### src/sv/deq_pkg.sv
// ----------------------------------------------------------------------------
// deq_pkg
// shared types and codes for the double-ended queue
// ----------------------------------------------------------------------------
package deq_pkg;

    typedef enum logic [1:0] {
        CMD_PUSH_FRONT,
        CMD_PUSH_BACK,
        CMD_POP_FRONT,
        CMD_POP_BACK
    } cmd_t;

    typedef enum logic [1:0] {
        STATUS_DONE,
        STATUS_POP_EMPTY,
        STATUS_PUSH_FULL
    } status_t;

    localparam int unsigned DATA_W = 32;
    localparam int unsigned FILL_W = 5;

    typedef struct packed {
        cmd_t                      command;
        logic signed [DATA_W-1:0]  push_value;
    } in_t;

    typedef struct packed {
        logic signed [DATA_W-1:0]  popped_value;
        status_t                   status;
        logic        [FILL_W-1:0]  fill_count;
    } out_t;

    // controller to datapath
    typedef struct packed {
        logic exec;
        logic load_direct;
        logic load_read;
    } ctrl_t;

    // datapath to controller
    typedef struct packed {
        logic is_pop;
        logic empty;
    } stat_t;

endpackage

### src/sv/deq_ram.sv
// ----------------------------------------------------------------------------
// deq_ram
// generic ram, one write port and one registered read port
// ----------------------------------------------------------------------------
module deq_ram #(
    parameter int unsigned WIDTH = 32,
    parameter int unsigned DEPTH = 16
) (
    input  logic                     clk,
    input  logic                     we,
    input  logic [$clog2(DEPTH)-1:0] waddr,
    input  logic [WIDTH-1:0]         wdata,
    input  logic                     re,
    input  logic [$clog2(DEPTH)-1:0] raddr,
    output logic [WIDTH-1:0]         rdata
);

    logic [WIDTH-1:0] mem [DEPTH];
    logic [WIDTH-1:0] rdata_reg;

    always_ff @(posedge clk)
    begin
        if (we)
        begin
            mem[waddr] <= wdata;
        end
        if (re)
        begin
            rdata_reg <= mem[raddr];
        end
    end

    assign rdata = rdata_reg;

endmodule

### src/sv/deq_datapath.sv
// ----------------------------------------------------------------------------
// deq_datapath
// ring pointers, entry storage and result register
// ----------------------------------------------------------------------------
module deq_datapath #(
    parameter int unsigned CAPACITY = 16
) (
    input  logic            clk,
    input  logic            rst_n,
    input  deq_pkg::in_t    in_data,
    input  deq_pkg::ctrl_t  ctrl,
    output deq_pkg::stat_t  stat,
    output deq_pkg::out_t   out_data
);

    localparam int unsigned IDX_W = (CAPACITY > 1) ? $clog2(CAPACITY) : 1;
    localparam int unsigned CNT_W = $clog2(CAPACITY + 1);

    logic [IDX_W-1:0] front_reg;
    logic [IDX_W-1:0] front_next;
    logic [CNT_W-1:0] count_reg;
    logic [CNT_W-1:0] count_next;
    deq_pkg::out_t    out_reg;

    logic             full;
    logic             empty;
    logic             is_pop;
    logic             wr_en;
    logic             rd_en;
    logic [IDX_W-1:0] addr;
    logic [IDX_W-1:0] front_dec;
    logic [IDX_W-1:0] front_inc;
    logic [IDX_W-1:0] back_slot;
    logic [IDX_W-1:0] last_slot;
    logic [IDX_W:0]   sum_back;
    logic [IDX_W:0]   sum_last;
    logic [IDX_W:0]   sum_inc;
    logic [deq_pkg::DATA_W-1:0] rd_data;
    deq_pkg::status_t status_now;

    assign full  = (count_reg == CNT_W'(CAPACITY));
    assign empty = (count_reg == '0);
    assign is_pop = (in_data.command == deq_pkg::CMD_POP_FRONT)
                 || (in_data.command == deq_pkg::CMD_POP_BACK);

    // ring arithmetic on the front index, which stays below capacity
    assign front_dec = (front_reg == '0) ? IDX_W'(CAPACITY - 1) : front_reg - 1'b1;
    assign sum_inc   = {1'b0, front_reg} + (IDX_W+1)'(1);
    assign front_inc = (sum_inc >= (IDX_W+1)'(CAPACITY))
                     ? IDX_W'(sum_inc - (IDX_W+1)'(CAPACITY)) : IDX_W'(sum_inc);
    assign sum_back  = {1'b0, front_reg} + (IDX_W+1)'(count_reg);
    assign back_slot = (sum_back >= (IDX_W+1)'(CAPACITY))
                     ? IDX_W'(sum_back - (IDX_W+1)'(CAPACITY)) : IDX_W'(sum_back);
    assign sum_last  = {1'b0, front_reg} + (IDX_W+1)'(count_reg - 1'b1);
    assign last_slot = (sum_last >= (IDX_W+1)'(CAPACITY))
                     ? IDX_W'(sum_last - (IDX_W+1)'(CAPACITY)) : IDX_W'(sum_last);

    always_comb
    begin
        front_next = front_reg;
        count_next = count_reg;
        addr       = front_reg;
        wr_en      = 1'b0;
        rd_en      = 1'b0;
        status_now = deq_pkg::STATUS_DONE;
        case (in_data.command)
            deq_pkg::CMD_PUSH_FRONT:
            begin
                if (full)
                begin
                    status_now = deq_pkg::STATUS_PUSH_FULL;
                end
                else
                begin
                    addr       = front_dec;
                    front_next = front_dec;
                    count_next = count_reg + 1'b1;
                    wr_en      = 1'b1;
                end
            end
            deq_pkg::CMD_PUSH_BACK:
            begin
                if (full)
                begin
                    status_now = deq_pkg::STATUS_PUSH_FULL;
                end
                else
                begin
                    addr       = back_slot;
                    count_next = count_reg + 1'b1;
                    wr_en      = 1'b1;
                end
            end
            deq_pkg::CMD_POP_FRONT:
            begin
                if (empty)
                begin
                    status_now = deq_pkg::STATUS_POP_EMPTY;
                end
                else
                begin
                    addr       = front_reg;
                    front_next = front_inc;
                    count_next = count_reg - 1'b1;
                    rd_en      = 1'b1;
                end
            end
            deq_pkg::CMD_POP_BACK:
            begin
                if (empty)
                begin
                    status_now = deq_pkg::STATUS_POP_EMPTY;
                end
                else
                begin
                    addr       = last_slot;
                    count_next = count_reg - 1'b1;
                    rd_en      = 1'b1;
                end
            end
            default:
            begin
                status_now = deq_pkg::STATUS_DONE;
            end
        endcase
    end

    always_ff @(posedge clk or negedge rst_n)
    begin
        if (!rst_n)
        begin
            front_reg <= '0;
            count_reg <= '0;
        end
        else if (ctrl.exec)
        begin
            front_reg <= front_next;
            count_reg <= count_next;
        end
    end

    always_ff @(posedge clk)
    begin
        if (ctrl.load_direct)
        begin
            out_reg.popped_value <= '0;
            out_reg.status       <= status_now;
            out_reg.fill_count   <= deq_pkg::FILL_W'(count_next);
        end
        else if (ctrl.load_read)
        begin
            out_reg.popped_value <= rd_data;
            out_reg.status       <= deq_pkg::STATUS_DONE;
            out_reg.fill_count   <= deq_pkg::FILL_W'(count_reg);
        end
    end

    deq_ram #(
        .WIDTH (deq_pkg::DATA_W),
        .DEPTH (2 ** IDX_W)
    ) u_ram (
        .clk   (clk),
        .we    (ctrl.exec && wr_en),
        .waddr (addr),
        .wdata (in_data.push_value),
        .re    (ctrl.exec && rd_en),
        .raddr (addr),
        .rdata (rd_data)
    );

    assign stat.is_pop = is_pop;
    assign stat.empty  = empty;
    assign out_data    = out_reg;

    property p_count_bound;
        @(posedge clk) disable iff (!rst_n)
        count_reg <= CNT_W'(CAPACITY);
    endproperty
    a_count_bound: assert property (p_count_bound)
        else $error("entry count above capacity");

    property p_front_bound;
        @(posedge clk) disable iff (!rst_n)
        {1'b0, front_reg} < (IDX_W+1)'(CAPACITY);
    endproperty
    a_front_bound: assert property (p_front_bound)
        else $error("front index out of ring");

    property p_push_grows;
        @(posedge clk) disable iff (!rst_n)
        (ctrl.exec && wr_en) |=> (count_reg == $past(count_reg) + 1'b1);
    endproperty
    a_push_grows: assert property (p_push_grows)
        else $error("push did not grow count");

endmodule

### src/sv/deq_ctrl.sv
// ----------------------------------------------------------------------------
// deq_ctrl
// request sequencing and result handshake
// ----------------------------------------------------------------------------
module deq_ctrl (
    input  logic            clk,
    input  logic            rst_n,
    input  logic            in_valid,
    output logic            in_ready,
    output logic            out_valid,
    input  logic            out_ready,
    input  deq_pkg::stat_t  stat,
    output deq_pkg::ctrl_t  ctrl
);

    typedef enum logic {
        S_IDLE,
        S_READ
    } state_t;

    state_t state_reg;
    logic   out_valid_reg;
    logic   accept;
    logic   pop_ok;

    assign in_ready = (state_reg == S_IDLE) && (!out_valid_reg || out_ready);
    assign accept   = in_valid && in_ready;
    assign pop_ok   = stat.is_pop && !stat.empty;

    assign ctrl.exec        = accept;
    assign ctrl.load_direct = accept && !pop_ok;
    assign ctrl.load_read   = (state_reg == S_READ);

    always_ff @(posedge clk or negedge rst_n)
    begin
        if (!rst_n)
        begin
            state_reg     <= S_IDLE;
            out_valid_reg <= 1'b0;
        end
        else
        begin
            case (state_reg)
                S_IDLE:
                begin
                    if (accept && pop_ok)
                    begin
                        state_reg <= S_READ;
                    end
                end
                S_READ:
                begin
                    state_reg <= S_IDLE;
                end
                default:
                begin
                    state_reg <= S_IDLE;
                end
            endcase
            if (ctrl.load_direct || ctrl.load_read)
            begin
                out_valid_reg <= 1'b1;
            end
            else if (out_ready)
            begin
                out_valid_reg <= 1'b0;
            end
        end
    end

    assign out_valid = out_valid_reg;

    property p_read_slot_free;
        @(posedge clk) disable iff (!rst_n)
        (state_reg == S_READ) |-> !out_valid_reg;
    endproperty
    a_read_slot_free: assert property (p_read_slot_free)
        else $error("result register busy during ram read");

    property p_single_load;
        @(posedge clk) disable iff (!rst_n)
        !(ctrl.load_direct && ctrl.load_read);
    endproperty
    a_single_load: assert property (p_single_load)
        else $error("two result loads at once");

    property p_pop_blocks;
        @(posedge clk) disable iff (!rst_n)
        (accept && pop_ok) |=> (!in_ready && ctrl.load_read);
    endproperty
    a_pop_blocks: assert property (p_pop_blocks)
        else $error("pop read not followed by result load");

endmodule

### src/sv/double_ended_queue.sv
// ----------------------------------------------------------------------------
// double_ended_queue
// fixed-capacity double-ended queue of signed 32-bit words
// ----------------------------------------------------------------------------
// usage
//   in channel: in_valid / in_ready / in_data carry one request, a command
//   (push front, push back, pop front, pop back) and a push value
//   out channel: out_valid / out_ready / out_data carry one result per
//   request: popped value, status and fill count after the request
//   push and error requests: result registered at acceptance and shown in
//   the cycle after; with out_ready high, one request per cycle is accepted
//   successful pop: the ram read is registered, then the result is loaded in
//   the read state; no new request is taken until that result is loaded
//   a full push or an empty pop leaves the queue unchanged and reports it
//   in status with a zero popped value
//   reset clears the front pointer and the count; ram contents stay as is
//   while out_ready is low the result register holds and in_ready drops
//   until the result is taken
// ----------------------------------------------------------------------------
module double_ended_queue #(
    parameter int unsigned CAPACITY = 16
) (
    input  logic           clk,
    input  logic           rst_n,
    input  logic           in_valid,
    output logic           in_ready,
    input  deq_pkg::in_t   in_data,
    output logic           out_valid,
    input  logic           out_ready,
    output deq_pkg::out_t  out_data
);

    deq_pkg::ctrl_t ctrl;
    deq_pkg::stat_t stat;

    deq_ctrl u_ctrl (
        .clk       (clk),
        .rst_n     (rst_n),
        .in_valid  (in_valid),
        .in_ready  (in_ready),
        .out_valid (out_valid),
        .out_ready (out_ready),
        .stat      (stat),
        .ctrl      (ctrl)
    );

    deq_datapath #(
        .CAPACITY (CAPACITY)
    ) u_datapath (
        .clk      (clk),
        .rst_n    (rst_n),
        .in_data  (in_data),
        .ctrl     (ctrl),
        .stat     (stat),
        .out_data (out_data)
    );

endmodule

### config.mk
export PLATFORM = sky130hd
export DESIGN_NAME = double_ended_queue
export DESIGN_NICKNAME = d
export VERILOG_FILES = /design/src/sv/deq_pkg.sv /design/src/sv/deq_ram.sv /design/src/sv/deq_datapath.sv /design/src/sv/deq_ctrl.sv /design/src/sv/double_ended_queue.sv
export SDC_FILE = /design/constraint.sdc
export NUM_CORES = 1
export LEC_CHECK = 0
export BUFFER_PORTS_ARGS = -buffer_cell sky130_fd_sc_hd__clkbuf_2
export CAP_MARGIN = 20
export CORE_MARGIN = 1
export CORE_UTILIZATION = 40
export CTS_CLUSTER_DIAMETER = 30
export CTS_CLUSTER_SIZE = 14
export DETAILED_ROUTE_END_ITERATION = 10
export PLACE_DENSITY_LB_ADDON = 0.2
export SETUP_SLACK_MARGIN = 0.3
export SLEW_MARGIN = 20
export SYNTH_ARGS = -nofsm -noshare
export SYNTH_HDL_FRONTEND = slang
export SYNTH_SLANG_ARGS = --single-unit
### constraint.sdc
create_clock -name clk -period 4.2 [get_ports clk]
set_input_delay 0.42 -clock clk [delete_from_list [all_inputs] [get_ports clk]]
set_output_delay 0.42 -clock clk [all_outputs]
set_load 0.005 [all_outputs]
After elaboration in Yosys (flattened, before gate mapping):

Memories as Yosys holds them, arrays and structs flattened. A register that Yosys moved wholly into a read port is not among the register bits.
Cells that the tools add are included.
W data, S select, Z words.

* add/sub/neg operators: 9
* reduce and logical (&&, ||, !) cells: 22
* mux-type cells: 28
* bitwise operators: 1
* equal/unequal tests: 5
* order comparisons: 3

Operator list (count)
* $mux W4: 8
* $pmux W4 S4: 1
* $sub A4 B1 Y4 const B: 4
* $ge A5 B5 Y1 const B: 3
* $mux W7: 2
* $add A4 B5 Y5: 2
* $mux W1: 10
* $mux W5: 2
* $pmux W5 S2: 1
* $pmux W4 S2: 1
* $logic_and A1 B1 Y1: 7
* $reduce_bool A2 Y1: 3
* $add A4 B1 Y5 const B: 1
* $add A5 B1 Y5 const B: 1
* $eq A5 B5 Y1 const B: 1
* $logic_not A5 Y1: 1
* $sub A5 B1 Y5 const B: 1
* $eq A2 B2 Y1 const B: 2
* $logic_not A4 Y1: 1
* $pmux W2 S2: 1
* $reduce_or A2 Y1: 2
* $logic_not A1 Y1: 3
* $logic_or A1 B1 Y1: 3
* $reduce_and A3 Y1: 1
* other kinds (6): 6

* memory bits (writable): 512
* memories kept: 1
* input bits: 38
* register bits: 50
* word-level logic and storage cells: 76

Memory list
* u_datapath.u_ram.mem: words 16, width 32, rd ports 1, clocked after Yosys merged registers in 1, write ports 1, line deq_ram.sv:18 `logic [WIDTH-1:0] mem [DEPTH];`

Logic depth before layout (Yosys ltp):

* word-level depth: 7
* mapped depth: 13
* depth with buffers taken out: 11

Cells and area by module:

From an unflattened synthesis, not the netlist that was laid out.

* cells, all modules: 1139
* area total of the unflattened synthesis: 22924.5 µm²

Modules (own cells, without submodules)
* deq_ram: sequential area each 16335.7 µm², times used 1, area each 20155.6 µm², cells an instance 838
* deq_datapath: sequential area each 1076.0 µm², times used 1, area each 2636.3 µm², cells an instance 289
* deq_ctrl: sequential area each 50.0 µm², times used 1, area each 132.6 µm², cells an instance 12

Least setup slack after synthesis:

OpenSTA, ideal clock, no wires.

* path kind: register -> register
* start point: reg u_datapath.count_reg[1]
* end point: mem u_datapath.u_ram.mem[4][0], enable pin
* arrival: 3.939 ns
* slack: -0.160 ns
* buffers on the path: 2
* setup time: 0.421 ns
* stages on the path, launching flop included: 13
* data required time: 3.779 ns
* clock period less this slack: 4.360 ns
* path through: dfrtp_1 -> inv_1 -> ha_1 -> fa_1 -> xnor2_1 -> o21ai_0 -> a2bb2oi_1 -> o21ai_0 -> nand2_1 -> buf_4 -> buf_2 -> nand3_1 -> nor2_1

* longest elaborated chain between the ends: 6
* elaborated cells on any way between the ends: 20
* classes of those cells: add/sub: 5; order compare: 2; eq/ne: 1; mux: 10; reduce/logical: 2

Ends and longest elaborated chain
* start, declared: line deq_datapath.sv:21 `logic [CNT_W-1:0] count_reg;`
* start signal, assigned: line deq_datapath.sv:138 `count_reg <= count_next;`
* $sub A5 B1 Y5 or $eq A5 B5 Y1 (tied branches): line deq_datapath.sv:54, deq_datapath.sv:41
* $add A4 B5 Y5 or $mux W1 (tied branches): line deq_datapath.sv:54, deq_datapath.sv:69, deq_datapath.sv:83
* $sub A4 B1 Y4 (tied with other cells): line deq_datapath.sv:56 `? IDX_W'(sum_last - (IDX_W+1)'(CAPACITY)) : IDX_W'(sum_last);`
* $mux W4 or $logic_and A1 B1 Y1 (tied branches): line deq_datapath.sv:56, deq_datapath.sv:163
* $mux W4 or $mux W1 (tied branches): line deq_datapath.sv:110, deq_ram.sv:23
* $pmux W4 S4 or $mux W1 (tied branches): line deq_datapath.sv:66, deq_ram.sv:25
* end, declared: line deq_ram.sv:18

Several ways; a longest one is shown, not always the timed one.

Worst setup path after layout:

* start point: reg u_datapath.count_reg[0]
* end point: mem u_datapath.u_ram.mem[11][8], enable pin

Same word-level chain as after synthesis.

==> flow_summary.toml <==
[run_status]
status = "finished, final reports clean"

[power]
p_per_area_nw_per_um2 = 832.8
peakVddDrop_uv = 602.4
p_total_mw = 24.34
power.leakage_nw = 10.14

[clock_tree]
cts_buffers = 114
worstSkewPairLatency_ns = 0.66
cts_buffer_depth = 3
clock-sinks = 594
tritoncts = "done"
htreeDepth = 3
clk_pin_slew_ns = 0.05
root_buffer = "clkbuf_16"

[place]
pre_cts_slack_ns = 0.4962
routabilityCongestion = 0.8268
placed_area_sq_um = 25020
detailed_place_hpwl_mm = 27.88
port_buffers = 78

[timing]
period_share_pct = 88.39
rsz0062_at_grt = "false"
fmax_mhz = 269.4
hold_viol_final = 0
setup_ws_ns = 0.4877
setup_viol = 0
tightest_slew_ns = 0.7767
final_max_slew_viol_count = 0
max_slew_margin_pct = 47.91
fin_skew_ns = 0.04584
period_needed_ns = 3.712

[worst_setup_path]
cp_max_fo = 13
r2r_setup_slack_ns = 0.49
r2r-start = "u_datapath.count_reg[0]"
startpoint_type = "flop"
crit_path_end_kind = "flop"
crit_required_ns = 4.52
crit_start = "u_datapath.count_reg[0]"
critical_path_class = "flop to flop"
critical_path_arrival_ns = 4.04

[yosys]
synthesis.nets = 1175
syn_area_per_cell_sq_um = 20.71
synthArstFlopShare_pct = 1.852
synth_edf_count = 551
post-synth-top-area-cell = "edfxtp_1"
synth-seq-cells = 594
synth_top_area_share_pct = 71.15
yosysSeqAreaShare_pct = 75.08
synth_area_sq_um = 23260
yosys_warnings = 0
ys.flop_type = "edfxtp_1"
yosys-top-cells-area = "edfxtp_1 (71%), mux4_2 (12%), mux2i_1 (5.5%), dfxtp_1 (2.8%), dfrtp_1 (1.2%)"
synth_cell_types = 52
synthCells = 1123

[min_path]
min_path_type = "primary input to flop"
hp-start = "out_ready"

[cells_and_area]
drive_gt1_share_pct = 34.44
fin_area_sq_um = 29230
fin_nets = 1372
final_common_cell = "edfxtp_1"
mostFrequentLayoutCells = "edfxtp_1 (551), mux4_2 (128), mux2i_1 (128)"
largest_register_ffs = 512
num_antenna_cells = 0
syn_to_final_growth_pct = 25.69

[die]
core_area_sq_um = 57590
die_w_um = 243.1
die_h_um = 243.1
initial_utilization_pct = 40.39
rows = 88
dieArea_sq_um = 59110
ios = 79

[drt]
drt_iter0_drc = 726
drc = 0
drt-vias-per-instance = 5.220
dr.pass1.iters = 5
antenna_left = 0
wl_per_cell_um = 23.37
vias = 11410
wl_mm = 51.07

[job]
drv_cap = 0

[global_routing]
grt_pass1_wl_mm = 77.71
antenna_found_initial = 2
grt_max_degree = 69
overflow = 0
grt_pass1_vias = 12170
grt_use_total_pct = 17.86
[stage by stage]
stage	hold slack, ns	utilization (%)	std cells	setup TNS, ns
detailed placement	0.3329	43.44	1967	0
CTS	0.06231	50.70	2184	0
global route	0.1380	50.76	2185	0
finish	0.08879	50.76	2185	0
floorplan	0.1244	-	1123	-46.33
global placement	0.3285	43.44	1967	0
[final timing paths]
kind                                                    end  cells after the start
worst min register to register      u_datapath.out_data[33]                      2
worst max-delay path            u_datapath.u_ram.mem[11][8]                      9
worst max register to register  u_datapath.u_ram.mem[11][8]                      9
min in group asynchronous           u_datapath.count_reg[0]                      2
worst min-delay path                       u_ctrl.out_valid                      4
max in group asynchronous                  u_ctrl.state_reg                      2
[routing by layer]
metal / wire length, um / GRT usage, % / up-vias
met4: 994 / 6.382 / 2
met3: 2360 / 3.516 / 72
met5: 11 / 0 / -
met1: 22640 / 23.94 / 5994
li1: - / - / 5046
met2: 25060 / 29.03 / 291
[cells in the mapped netlist, types with 4 or more instances]
master    number
buf_2         22
xnor2_1        4
edfxtp_1     551
nand3_1       13
clkbuf_1      21
dfxtp_1       32
nor3_1         6
inv_1         11
ha_1          12
a31oi_1        4
dfrtp_1       11
o21ai_0       22
nor2_1        63
buf_8          7
nand2_1       17
a211oi_1       4
mux2i_1      128
a21oi_1       16
mux4_2       128
[worst max-delay path, cell delays in order (launching register included)]
cell,delay (ns)
dfrtp_1,0.45
inv_1,0.17
ha_1,0.22
nand4bb_1,0.38
and3_1,0.35
o31ai_1,0.22
o211ai_1,0.27
or4_1,0.77
nor2_4,0.21
buf_4,0.31
[kinds of logic after synthesis]
| group | count (synthesis) | synth area share (%) |
|---|---|---|
| simple gates | 118 | 2.378 |
| fa+ha+maj | 14 | 0.8178 |
| buf+inv | 69 | 1.792 |
| xor+xnor | 6 | 0.2260 |
| mux | 257 | 18.00 |
| flops | 594 | 75.08 |
| compound gates | 65 | 1.700 |
[timing repair]
item                                   4_1_cts  5_1_grt
setup endpoints to repair                    0      254
endpoints found under the hold margin       11        0
buffers inserted                             0        1
gates resized for setup                      0        7
hold buffers                                 1        0
[report_power, final]
part / internal, mW / switching, mW
logic: 3.59 / 3.68
registers: 7.15 / 0.253
clock network: 6.56 / 3.11
total: 17.3 / 7.04
[area by class of cell]
class,count,area (sq um)
clock buffers,123,2907
clock inverters,93,1264
fillers,4594,28350
inverters,11,41.29
multi-input cells,460,5533
flip-flops and latches,594,17460
well taps,765,957.2
repair buffers,139,1066
(Power assumes the default switching activity.)
